==> src/hw/rtl/lwsc_pkg.sv <==
// ----------------------------------------------------------------------------
// lwsc_pkg
// Shared types, register indexes, fixed-point constants and the arctangent
// table of the line-of-sight waypoint steering controller.
// ----------------------------------------------------------------------------
package lwsc_pkg;

    // configuration port
    localparam int CFG_IDX_W  = 3;
    localparam int CFG_DATA_W = 17;

    localparam logic [CFG_IDX_W-1:0] CFG_ACCEPT_RADIUS = 3'd0;
    localparam logic [CFG_IDX_W-1:0] CFG_PROP_GAIN     = 3'd1;
    localparam logic [CFG_IDX_W-1:0] CFG_DERIV_GAIN    = 3'd2;
    localparam logic [CFG_IDX_W-1:0] CFG_CRUISE_THRUST = 3'd3;
    localparam logic [CFG_IDX_W-1:0] CFG_STEER_LIMIT   = 3'd4;
    localparam logic [CFG_IDX_W-1:0] CFG_STEER_SLEW    = 3'd5;
    localparam logic [CFG_IDX_W-1:0] CFG_THRUST_SLEW   = 3'd6;

    // fixed-point constants
    localparam logic [17:0] PI_Q16       = 18'd205887;
    localparam logic [17:0] PWM_GAIN_Q16 = 18'd109229;
    localparam logic signed [17:0] STEER_SAT_Q8 = 18'sd76800;
    localparam logic [15:0] ANGLE_PI     = 16'd32768;
    localparam logic [10:0] PWM_MIN      = 11'd1000;
    localparam logic [10:0] PWM_MID      = 11'd1500;
    localparam logic [10:0] PWM_MAX      = 11'd2000;
    localparam logic [11:0] PWM_SPAN     = 12'd500;

    // datapath operations, one per controller step
    typedef enum logic [4:0] {
        OP_IDLE,
        OP_ACCEPT,
        OP_READ,
        OP_DIFF,
        OP_PRE,
        OP_ROT,
        OP_ERR,
        OP_MUL_P,
        OP_MUL_D,
        OP_SUM,
        OP_MUL_HI,
        OP_MUL_LO,
        OP_DEMAND,
        OP_SLEW,
        OP_MUL_PWM,
        OP_MUL_DX,
        OP_MUL_DY,
        OP_MUL_R,
        OP_FINISH
    } dp_op_t;

    // controller states
    typedef enum logic [4:0] {
        S_IDLE,
        S_READ,
        S_DIFF,
        S_PRE,
        S_ROT,
        S_ERR,
        S_MUL_P,
        S_MUL_D,
        S_SUM,
        S_MUL_HI,
        S_MUL_LO,
        S_DEMAND,
        S_SLEW,
        S_MUL_PWM,
        S_MUL_DX,
        S_MUL_DY,
        S_MUL_R,
        S_FINISH
    } state_t;

    // datapath status back to the controller
    typedef struct packed {
        logic list_empty;
        logic rot_last;
    } dp_status_t;

    // arctangent table, binary angle, zero past the end
    function automatic logic [15:0] atan_entry(input logic [4:0] i);
        logic [15:0] v;
        case (i)
            5'd0:    v = 16'd8192;
            5'd1:    v = 16'd4836;
            5'd2:    v = 16'd2555;
            5'd3:    v = 16'd1297;
            5'd4:    v = 16'd651;
            5'd5:    v = 16'd326;
            5'd6:    v = 16'd163;
            5'd7:    v = 16'd81;
            5'd8:    v = 16'd41;
            5'd9:    v = 16'd20;
            5'd10:   v = 16'd10;
            5'd11:   v = 16'd5;
            5'd12:   v = 16'd3;
            5'd13:   v = 16'd1;
            5'd14:   v = 16'd1;
            default: v = 16'd0;
        endcase
        return v;
    endfunction

endpackage

==> src/hw/rtl/lwsc_ctrl.sv <==
// ----------------------------------------------------------------------------
// lwsc_ctrl
// Sequencer of one control step: waypoint read, CORDIC iterations, multiply
// steps and result hand-off to the output register.
// ----------------------------------------------------------------------------
module lwsc_ctrl
    import lwsc_pkg::*;
(
    input  logic       clk,
    input  logic       rst_n,
    input  logic       in_valid,
    output logic       in_ready,
    input  logic       command,
    output logic       out_valid,
    input  logic       out_ready,
    input  dp_status_t status,
    output dp_op_t     op
);

    state_t state_reg, state_next;
    logic   out_valid_reg, out_valid_next;
    logic   fire;
    logic   slot_free;

    assign in_ready  = (state_reg == S_IDLE);
    assign fire      = in_valid && in_ready;
    assign slot_free = !out_valid_reg || out_ready;

    // next state
    always_comb
    begin
        state_next = state_reg;
        unique case (state_reg)
            S_IDLE:
                if (fire && command && !status.list_empty)
                    state_next = S_READ;
            S_READ:    state_next = S_DIFF;
            S_DIFF:    state_next = S_PRE;
            S_PRE:     state_next = S_ROT;
            S_ROT:
                if (status.rot_last)
                    state_next = S_ERR;
            S_ERR:     state_next = S_MUL_P;
            S_MUL_P:   state_next = S_MUL_D;
            S_MUL_D:   state_next = S_SUM;
            S_SUM:     state_next = S_MUL_HI;
            S_MUL_HI:  state_next = S_MUL_LO;
            S_MUL_LO:  state_next = S_DEMAND;
            S_DEMAND:  state_next = S_SLEW;
            S_SLEW:    state_next = S_MUL_PWM;
            S_MUL_PWM: state_next = S_MUL_DX;
            S_MUL_DX:  state_next = S_MUL_DY;
            S_MUL_DY:  state_next = S_MUL_R;
            S_MUL_R:   state_next = S_FINISH;
            S_FINISH:
                if (slot_free)
                    state_next = S_IDLE;
            default:   state_next = S_IDLE;
        endcase
    end

    // datapath command
    always_comb
    begin
        op = OP_IDLE;
        unique case (state_reg)
            S_IDLE:    op = fire ? OP_ACCEPT : OP_IDLE;
            S_READ:    op = OP_READ;
            S_DIFF:    op = OP_DIFF;
            S_PRE:     op = OP_PRE;
            S_ROT:     op = OP_ROT;
            S_ERR:     op = OP_ERR;
            S_MUL_P:   op = OP_MUL_P;
            S_MUL_D:   op = OP_MUL_D;
            S_SUM:     op = OP_SUM;
            S_MUL_HI:  op = OP_MUL_HI;
            S_MUL_LO:  op = OP_MUL_LO;
            S_DEMAND:  op = OP_DEMAND;
            S_SLEW:    op = OP_SLEW;
            S_MUL_PWM: op = OP_MUL_PWM;
            S_MUL_DX:  op = OP_MUL_DX;
            S_MUL_DY:  op = OP_MUL_DY;
            S_MUL_R:   op = OP_MUL_R;
            S_FINISH:  op = slot_free ? OP_FINISH : OP_IDLE;
            default:   op = OP_IDLE;
        endcase
    end

    // output beat valid
    always_comb
    begin
        if (op == OP_FINISH)
            out_valid_next = 1'b1;
        else if (out_ready)
            out_valid_next = 1'b0;
        else
            out_valid_next = out_valid_reg;
    end

    always_ff @(posedge clk or negedge rst_n)
    begin
        if (!rst_n)
        begin
            state_reg     <= S_IDLE;
            out_valid_reg <= 1'b0;
        end
        else
        begin
            state_reg     <= state_next;
            out_valid_reg <= out_valid_next;
        end
    end

    assign out_valid = out_valid_reg;

    // a result is only loaded into a free output slot
    a_no_overwrite: assert property (@(posedge clk) disable iff (!rst_n)
        op == OP_FINISH |-> !out_valid_reg || out_ready)
        else $error("result beat overwritten");

    // rotation steps are only left on the last step
    a_rot_exit: assert property (@(posedge clk) disable iff (!rst_n)
        state_reg == S_ROT && !status.rot_last |=> state_reg == S_ROT)
        else $error("cordic left early");

    // a waiting result holds the sequencer in finish
    a_finish_hold: assert property (@(posedge clk) disable iff (!rst_n)
        state_reg == S_FINISH && !slot_free |=> state_reg == S_FINISH)
        else $error("finish left while output busy");

endmodule

==> config.mk <==
export PLATFORM = sky130hd
export DESIGN_NAME = lwsc_ctrl
export DESIGN_NICKNAME = d
export VERILOG_FILES = /design/src/hw/rtl/lwsc_pkg.sv /design/src/hw/rtl/lwsc_ctrl.sv
export SDC_FILE = /design/constraint.sdc
export NUM_CORES = 1
export LEC_CHECK = 0
export ABC_AREA = 1
export BUFFER_PORTS_ARGS = -buffer_cell sky130_fd_sc_hd__buf_2
export CAP_MARGIN = 10
export CELL_PAD_IN_SITES_DETAIL_PLACEMENT = 1
export CELL_PAD_IN_SITES_GLOBAL_PLACEMENT = 1
export CORE_MARGIN = 8
export CORE_UTILIZATION = 32
export DETAILED_ROUTE_END_ITERATION = 12
export HOLD_SLACK_MARGIN = 0.08
export PLACE_DENSITY_LB_ADDON = 0.1
export SLEW_MARGIN = 20
export SYNTH_ARGS = -nofsm -noshare
export SYNTH_HDL_FRONTEND = slang
export SYNTH_SLANG_ARGS = --single-unit
export TNS_END_PERCENT = 50
==> constraint.sdc <==
create_clock -name clk -period 1.4 [get_ports clk]
set_input_delay 0.14 -clock clk [delete_from_list [all_inputs] [get_ports clk]]
set_output_delay 0.14 -clock clk [all_outputs]
set_load 0.01 [all_outputs]
==> results of run 1 <==
## stage by stage
| step | utilization, % | power, mW | std cells |
|---|---|---|---|
| floorplan | - | 0.9936 | 76 |
| global placement | 40.90 | 1.338 | 109 |
| detailed placement | 40.90 | 1.346 | 109 |
| CTS | 47.19 | 1.666 | 115 |
| global route | 51.79 | 2.042 | 119 |
| finish | 51.79 | 1.867 | 119 |
## worst max path at each step
stage,startpoint,end,depth (start not counted)
6_report,state_reg[3],op[4],6
5_1_grt,state_reg[3],op[4],6
4_1_cts,state_reg[3],op[1],8
3_5_place_dp,state_reg[1],op[2],7
3_3_place_gp,state_reg[1],op[2],7
2_1_floorplan,state_reg[1],op[0],5
## repair_timing
item	CTS	global route
gates resized for setup	15	12
hold endpoints to repair	6	0
hold buffers	1	0
setup buffers	2	4
setup endpoints to repair	6	7
pin swaps	4	4
## critical path: stages (launching register included)
cell     delay, ps
dfrtp_2        420
buf_4          160
nor2_4         120
nand3_1        150
o21a_1         170
nand2_1         60
buf_2          120
## area by class of cell
class | count | area (sq um)
Clock buffer | 3 | 22.52
Fill cell | 200 | 709.4
Inverter | 11 | 43.79
Multi-Input combinational cell | 58 | 351.6
Sequential cell | 6 | 156.4
Tap cell | 16 | 20.02
Timing Repair Buffer | 25 | 167.7
## cell usage in the layout, fill, tap and decap left out, drive strengths merged
cell type    netlist  routed
dlygate4sd3        0       1
clkbuf             0       3
nand3              6       6
o31ai              1       1
nand2             19      19
nor3               1       1
dfrtp              6       6
o22ai              2       2
o21a               1       1
inv               11      11
o211ai             1       1
nand4              5       5
nor2              20      20
buf                1      24
o21ai              2       2
## synth_stat cells, drive strengths merged
cell type / count / area (sq um)
inv: 11 / 41.29
nor2: 20 / 87.58
nand3: 6 / 30.03
nand4: 5 / 31.28
nand2: 19 / 83.83
dfrtp: 6 / 150.1
o31ai: 1 / 7.510
o22ai: 2 / 12.51
buf: 1 / 7.510
nor3: 1 / 10.01
o21a: 1 / 7.510
o211ai: 1 / 7.510
o21ai: 2 / 10.01
## kinds of logic after synthesis
kind of cell	Yosys count
buf+inv	12
flops	6
simple gates	51
compound gates	7
## routing by layer
metal / vias to the layer above / share of wire (%) / global-route usage [%] / wire length [microns]
met1: 274 / 40 / 13.38 / 667
met3: 4 / 4.8 / 1.337 / 79
met5: - / 0 / 0 / 0
met4: 0 / 1.3 / 7.200 / 22
met2: 11 / 53 / 22.83 / 885
li1: 300 / - / - / -
## power by group through the flow
stage          combinational, mW  sequential [mW]  clock, mW
3_5_place_dp               0.982            0.364          0
2_1_floorplan              0.667            0.327          0
6_report                    1.33            0.385      0.149
3_3_place_gp               0.976            0.362          0
4_1_cts                     1.12            0.380      0.162
5_1_grt                     1.48            0.393      0.168
==> summary.txt, run 1 <==
Layout
  – Largest register FFs: 5
  – Area growth, synth to finish: 56.56%
  – Finished Cell Area: 762.0 sq um
  – Share of cells above drive strength 1: 53.40%
  – Antenna diodes: 0
  – Final nets: 112

Synthesis
  – Sequential fraction of the synthesis area: 30.85%
  – Syn Nets: 83
  – Post-synthesis mux area share: 0%
  – Yosys cell types: 18
  – Flops & latches, synth: 6
  – Synth Area in Adders: 0%
  – Syn Inst Count: 76
  – Post-Synth Simple-Gate Area: 49.87%
  – Warnings, synthesis: 0
  – Mean post-synth cell area: 6.404 sq um
  – Post-synthesis xor/xnor area fraction: 0%
  – Mapped cell area: 486.7 sq um
  – Largest family of logic cells by synthesized area: simple AND/OR/NAND/NOR gates
  – Complex-gate fraction of the synthesized area: 9.254%

Detailed routing
  – Post-route ant nets: 0
  – Initial drt markers: 0
  – DR DRC count: 0
  – DR vias/cell: 4.950
  – Routed WL: 1655 microns
  – DRT Pass-1 Iters: 1
  – Detailed-route wire length per cell: 13.91 microns
  – Vias: 589

Setup path
  – Crit path launch type: register
  – CP max FO: 4
  – Critical Path RT: 1260 ps
  – CP arrival: 1430 ps
  – FF-to-FF End: state_reg[0]
  – RR Startpoint: state_reg[2]
  – Worst setup EP type: output port
  – Worst reg2reg path depth: 9
  – Setup CP Type: register to output port
  – Flop2flop setup slack: 150 ps

Clock network
  – Clk sink count: 6
  – CTS tree: yes
  – Clock buffer depth: 2
  – Clock Tree Root: clkbuf_4
  – Htree depth: 1
  – Clock latency on the worst-skew pair: 240 ps
  – Number of CTS-inserted buffers: 3
  – Clock slew at reported path FFs: 40 ps

Hold path
  – Hold Path Depth: 2
  – Hold WC Path Type: input port to register
  – Hold Path End: out_valid
  – Hold_sp: out_ready

Power and ir drop
  – Leak pwr: 0.4010 nW
  – Combinational Power Share: 71.4%
  – Sequential share of power: 20.6%
  – P_int: 0.9283 mW
  – Worst vdd ir: 1.346 mV
  – Sw Ratio: 50.28%
  – Sw Pwr: 0.9389 mW
  – PwrDens: 2450 nW/um^2
  – Clock share of power: 8.0%

STA
  – Final Hold Viols: 0
  – PnR worst setup slack: -167.7 ps
  – Clock Skews: 0.5439 ps
  – Max Slew Vio Count: 0
  – Actual slew at the worst max-slew pin: 214.2 ps
  – Final hold slack: 135.2 ps
  – Relative slew slack: 85.63%
  – Part of the cycle the worst path needs: 112.0%
  – Final setup vio count: 5
  – TNS Setup: -742.5 ps
  – Min Tclk post-route: 1568 ps
  – RSZ-0062 raised after global routing: yes
  – FMAX: 637.9 MHz

GRT
  – First-pass GRT wire length: 2794 microns
  – GRT Util Overall: 12.43%
  – Largest net degree at the start of global routing: 8
  – Vias in the first global route: 659
  – Initial antenna violation count: 0
  – Total gr overflow: 0

Job
  – Max Cap Viol: 0

Floorplan
  – Die width: 55 microns
  – # rows: 14
  – Core Box Area: 1471 sq um
  – Starting Density: 33.08%
  – Die Y: 55 microns
  – I/O pin count: 14
  – Die area: 3025 sq um

Outcome
  – Run status: complete, but fails checks
  – Failing checks: setup timing

Place
  – Post-DP Area: 601.8 sq um
  – PortBufs: 13
  – Post-DP HPWL: 1228 microns
  – Pre-CTS setup slack: -50.50 ps
  – RePlAce Congestion: 0.8595
Power figures use the tool's default switching activity.
==> inputs of run 2 (changes only) <==
--- a/config.mk
+++ b/config.mk
@@ -11,7 +11,7 @@
 export CELL_PAD_IN_SITES_DETAIL_PLACEMENT = 1
 export CELL_PAD_IN_SITES_GLOBAL_PLACEMENT = 1
 export CORE_MARGIN = 8
-export CORE_UTILIZATION = 32
+export CORE_UTILIZATION = 35
 export DETAILED_ROUTE_END_ITERATION = 12
 export HOLD_SLACK_MARGIN = 0.08
 export PLACE_DENSITY_LB_ADDON = 0.1
==> constraint.sdc (replaced) <==
create_clock -name clk -period 1.9 [get_ports clk]
set_input_delay 0.19 -clock clk [delete_from_list [all_inputs] [get_ports clk]]
set_output_delay 0.19 -clock clk [all_outputs]
set_load 0.01 [all_outputs]
==> summary.txt, run 2 (synthesis gave the netlist of run 1 again) <==
Setup path
  – Worst setup EP type: output port (unchanged)
  – Critical Path RT: 1710 ps (was 1260 ps)
  – RR Startpoint: state_reg[1] (was state_reg[2])
  – CP top delay family: simple AND/OR/NAND/NOR gates (was flip-flops)
  – Buf+Inv Stages, Crit Path: 2 (unchanged)
  – Slowest stage delay, CP: 480 ps (was 420 ps)
  – Worst reg2reg path depth: 6 (was 9)
  – Flop2flop setup slack: 590 ps (was 150 ps)
  – FF-to-FF End: state_reg[2] (was state_reg[0])
  – CP max FO: 7 (was 4)
  – Crit. Startpoint: state_reg[1] (was state_reg[3])
  – Setup CP Type: register to output port (unchanged)
  – CP arrival: 1550 ps (was 1430 ps)
  – Worst path cell trace: nor2_2 > inv_2 > nand2_2 > nor3_2 > nor2_1 > nand2_1 > buf_2 (was buf_4 > nor2_4 > nand3_1 > o21a_1 > nand2_1 > buf_2)
  – Crit path launch type: register (unchanged)
  – CP max-delay cell: dfrtp_1 (was dfrtp_2)

Layout
  – Fillers: 188 (was 200)
  – Most common cell after layout, fill and taps aside: nor2_1 (was nand2_1)
  – Final nets: 101 (was 112)
  – Antenna diodes: 0 (unchanged)
  – Largest register FFs: 5 (unchanged)
  – Share of cells above drive strength 1: 27.17% (was 53.40%)
  – Area growth, synth to finish: 22.36% (was 56.56%)
  – Commonest non-fill, non-tap cells in the layout: nor2_1 (17), nand2_1 (16), buf_2 (13) (was nand2_1 (14), nor2_1 (12), buf_2 (12))

Place
  – Post-DP HPWL: 1165 microns (was 1228 microns)
  – RePlAce Congestion: 0.9069 (was 0.8595)
  – PortBufs: 13 (unchanged)

STA
  – Actual slew at the worst max-slew pin: 414.2 ps (was 214.2 ps)
  – Min Tclk post-route: 1743 ps
  – FMAX: 573.8 MHz
  – Final setup vio count: 0 (was 5)
  – Final Hold Viols: 0 (unchanged)
  – Clock Skews: 3.105 ps (was 0.5439 ps)
  – TNS Setup: 0 ps (was -742.5 ps)
  – RSZ-0062 raised after global routing: no (was yes)
  – Max Slew Vio Count: 0 (unchanged)
  – Part of the cycle the worst path needs: 91.72%
  – Relative slew slack: 72.10% (was 85.63%)

Detailed routing
  – DR DRC count: 0 (unchanged)
  – DRT Pass-1 Iters: 4 (was 1)
  – Vias: 539 (was 589)
  – Detailed-route wire length per cell: 12.78 microns (was 13.91 microns)
  – Initial drt markers: 5 (was 0)
  – Routed WL: 1367 microns (was 1655 microns)
  – Post-route ant nets: 0 (unchanged)
  – DR vias/cell: 5.037 (was 4.950)

Power and ir drop
  – Final Power: 1.056 mW (was 1.867 mW)
  – Leak pwr: 0.3356 nW (was 0.4010 nW)
  – Worst vdd ir: 0.7955 mV (was 1.346 mV)
  – PwrDens: 1773 nW/um^2 (was 2450 nW/um^2)

Hold path
  – Hold_sp: out_ready (unchanged)
  – Hold Path Depth: 2 (unchanged)
  – Hold Path End: out_valid (unchanged)
  – Hold WC Path Type: input port to register (unchanged)

Job
  – Max Cap Viol: 0 (unchanged)

Floorplan
  – Core Box Area: 1301 sq um (was 1471 sq um)
  – Die Y: 53.29 microns (was 55 microns)
  – Die width: 53.29 microns (was 55 microns)
  – # rows: 13 (was 14)
  – Die area: 2840 sq um (was 3025 sq um)
  – I/O pin count: 14 (unchanged)
  – Starting Density: 37.40% (was 33.08%)

Clock network
  – Clock Tree Root: clkbuf_4 (unchanged)
  – Clock latency on the worst-skew pair: 240 ps (about the same)
  – Clk sink count: 6 (unchanged)
  – Clock slew at reported path FFs: 40 ps (about the same)
  – Clock buffer depth: 2 (unchanged)
  – CTS tree: yes (unchanged)
  – Htree depth: 1 (unchanged)
  – Resized cells post-CTS: 0 (was 15)
  – Number of CTS-inserted buffers: 3 (unchanged)

GRT
  – Met1 GRT Util: 11.94% (was 13.38%)
  – Top Usage Layer GRT: met2 (unchanged)
  – M2 GR Usage: 19.53% (was 22.83%)
  – Vias in the first global route: 580 (was 659)
  – First-pass GRT wire length: 2352 microns (was 2794 microns)
  – GRT Util Overall: 11.27% (was 12.43%)
  – GR Layer Usage met3: 1.401% (was 1.337%)
  – Initial antenna violation count: 0 (unchanged)
  – Largest net degree at the start of global routing: 9 (was 8)
  – Total gr overflow: 0 (unchanged)

Outcome
  – Run status: finished clean (was complete, but fails checks)
[run 2: through the flow]
stage	cell area [sq um]	instances	util (%)	hold WS, ps	worst slack [ps]
after global routing	595.6	107	45.77	202.4	23.61
after floorplan	486.7	76	-	-105.6	667.8
after detailed placement	563.0	103	43.27	14.10	410.1
after global placement	563.0	103	43.27	12.15	423.0
final	595.6	107	45.77	189.9	157.4
after CTS	595.6	107	45.77	177.9	130.1
[run 2: area by class of cell]
cell class | count | area [sq um] | share of cell area [%]
tap | 15 | 18.77 | 3.151
timing repair buffer | 14 | 75.07 | 12.61
multi-input combinational | 58 | 287.8 | 48.32
inverter | 11 | 41.29 | 6.933
clock buffer | 3 | 22.52 | 3.782
sequential | 6 | 150.1 | 25.21
[run 2: worst max-delay path by stage]
stage	cells after the start	slack [ps]	endpoint
detailed placement	7	410	op[2]
global route	7	20	op[2]
global placement	7	420	op[2]
CTS	7	130	op[3]
floorplan	5	670	op[0]
finish	7	160	op[3]
[run 2: per-layer routing]
| layer | share of wire (%) | vias up |
|---|---|---|
| met5 | 0 | - |
| met4 | 3.2 | 0 |
| met3 | 6.6 | 5 |
| met2 | 47 | 14 |
| met1 | 43 | 238 |
| li1 | - | 282 |
[run 2: power breakdown]
group / internal [mW] / leakage [nW] / total (mW) / switching (mW)
clock network: 0.0712 / 0.0138 / 0.114 / 0.0426
logic: 0.247 / 0.246 / 0.674 / 0.427
registers: 0.179 / 0.0760 / 0.268 / 0.0893
[run 2: timing repair]
action                    4_1_cts  5_1_grt
hold endpoints to repair        6        0
buffers inserted                0        0
hold buffers                    1        0
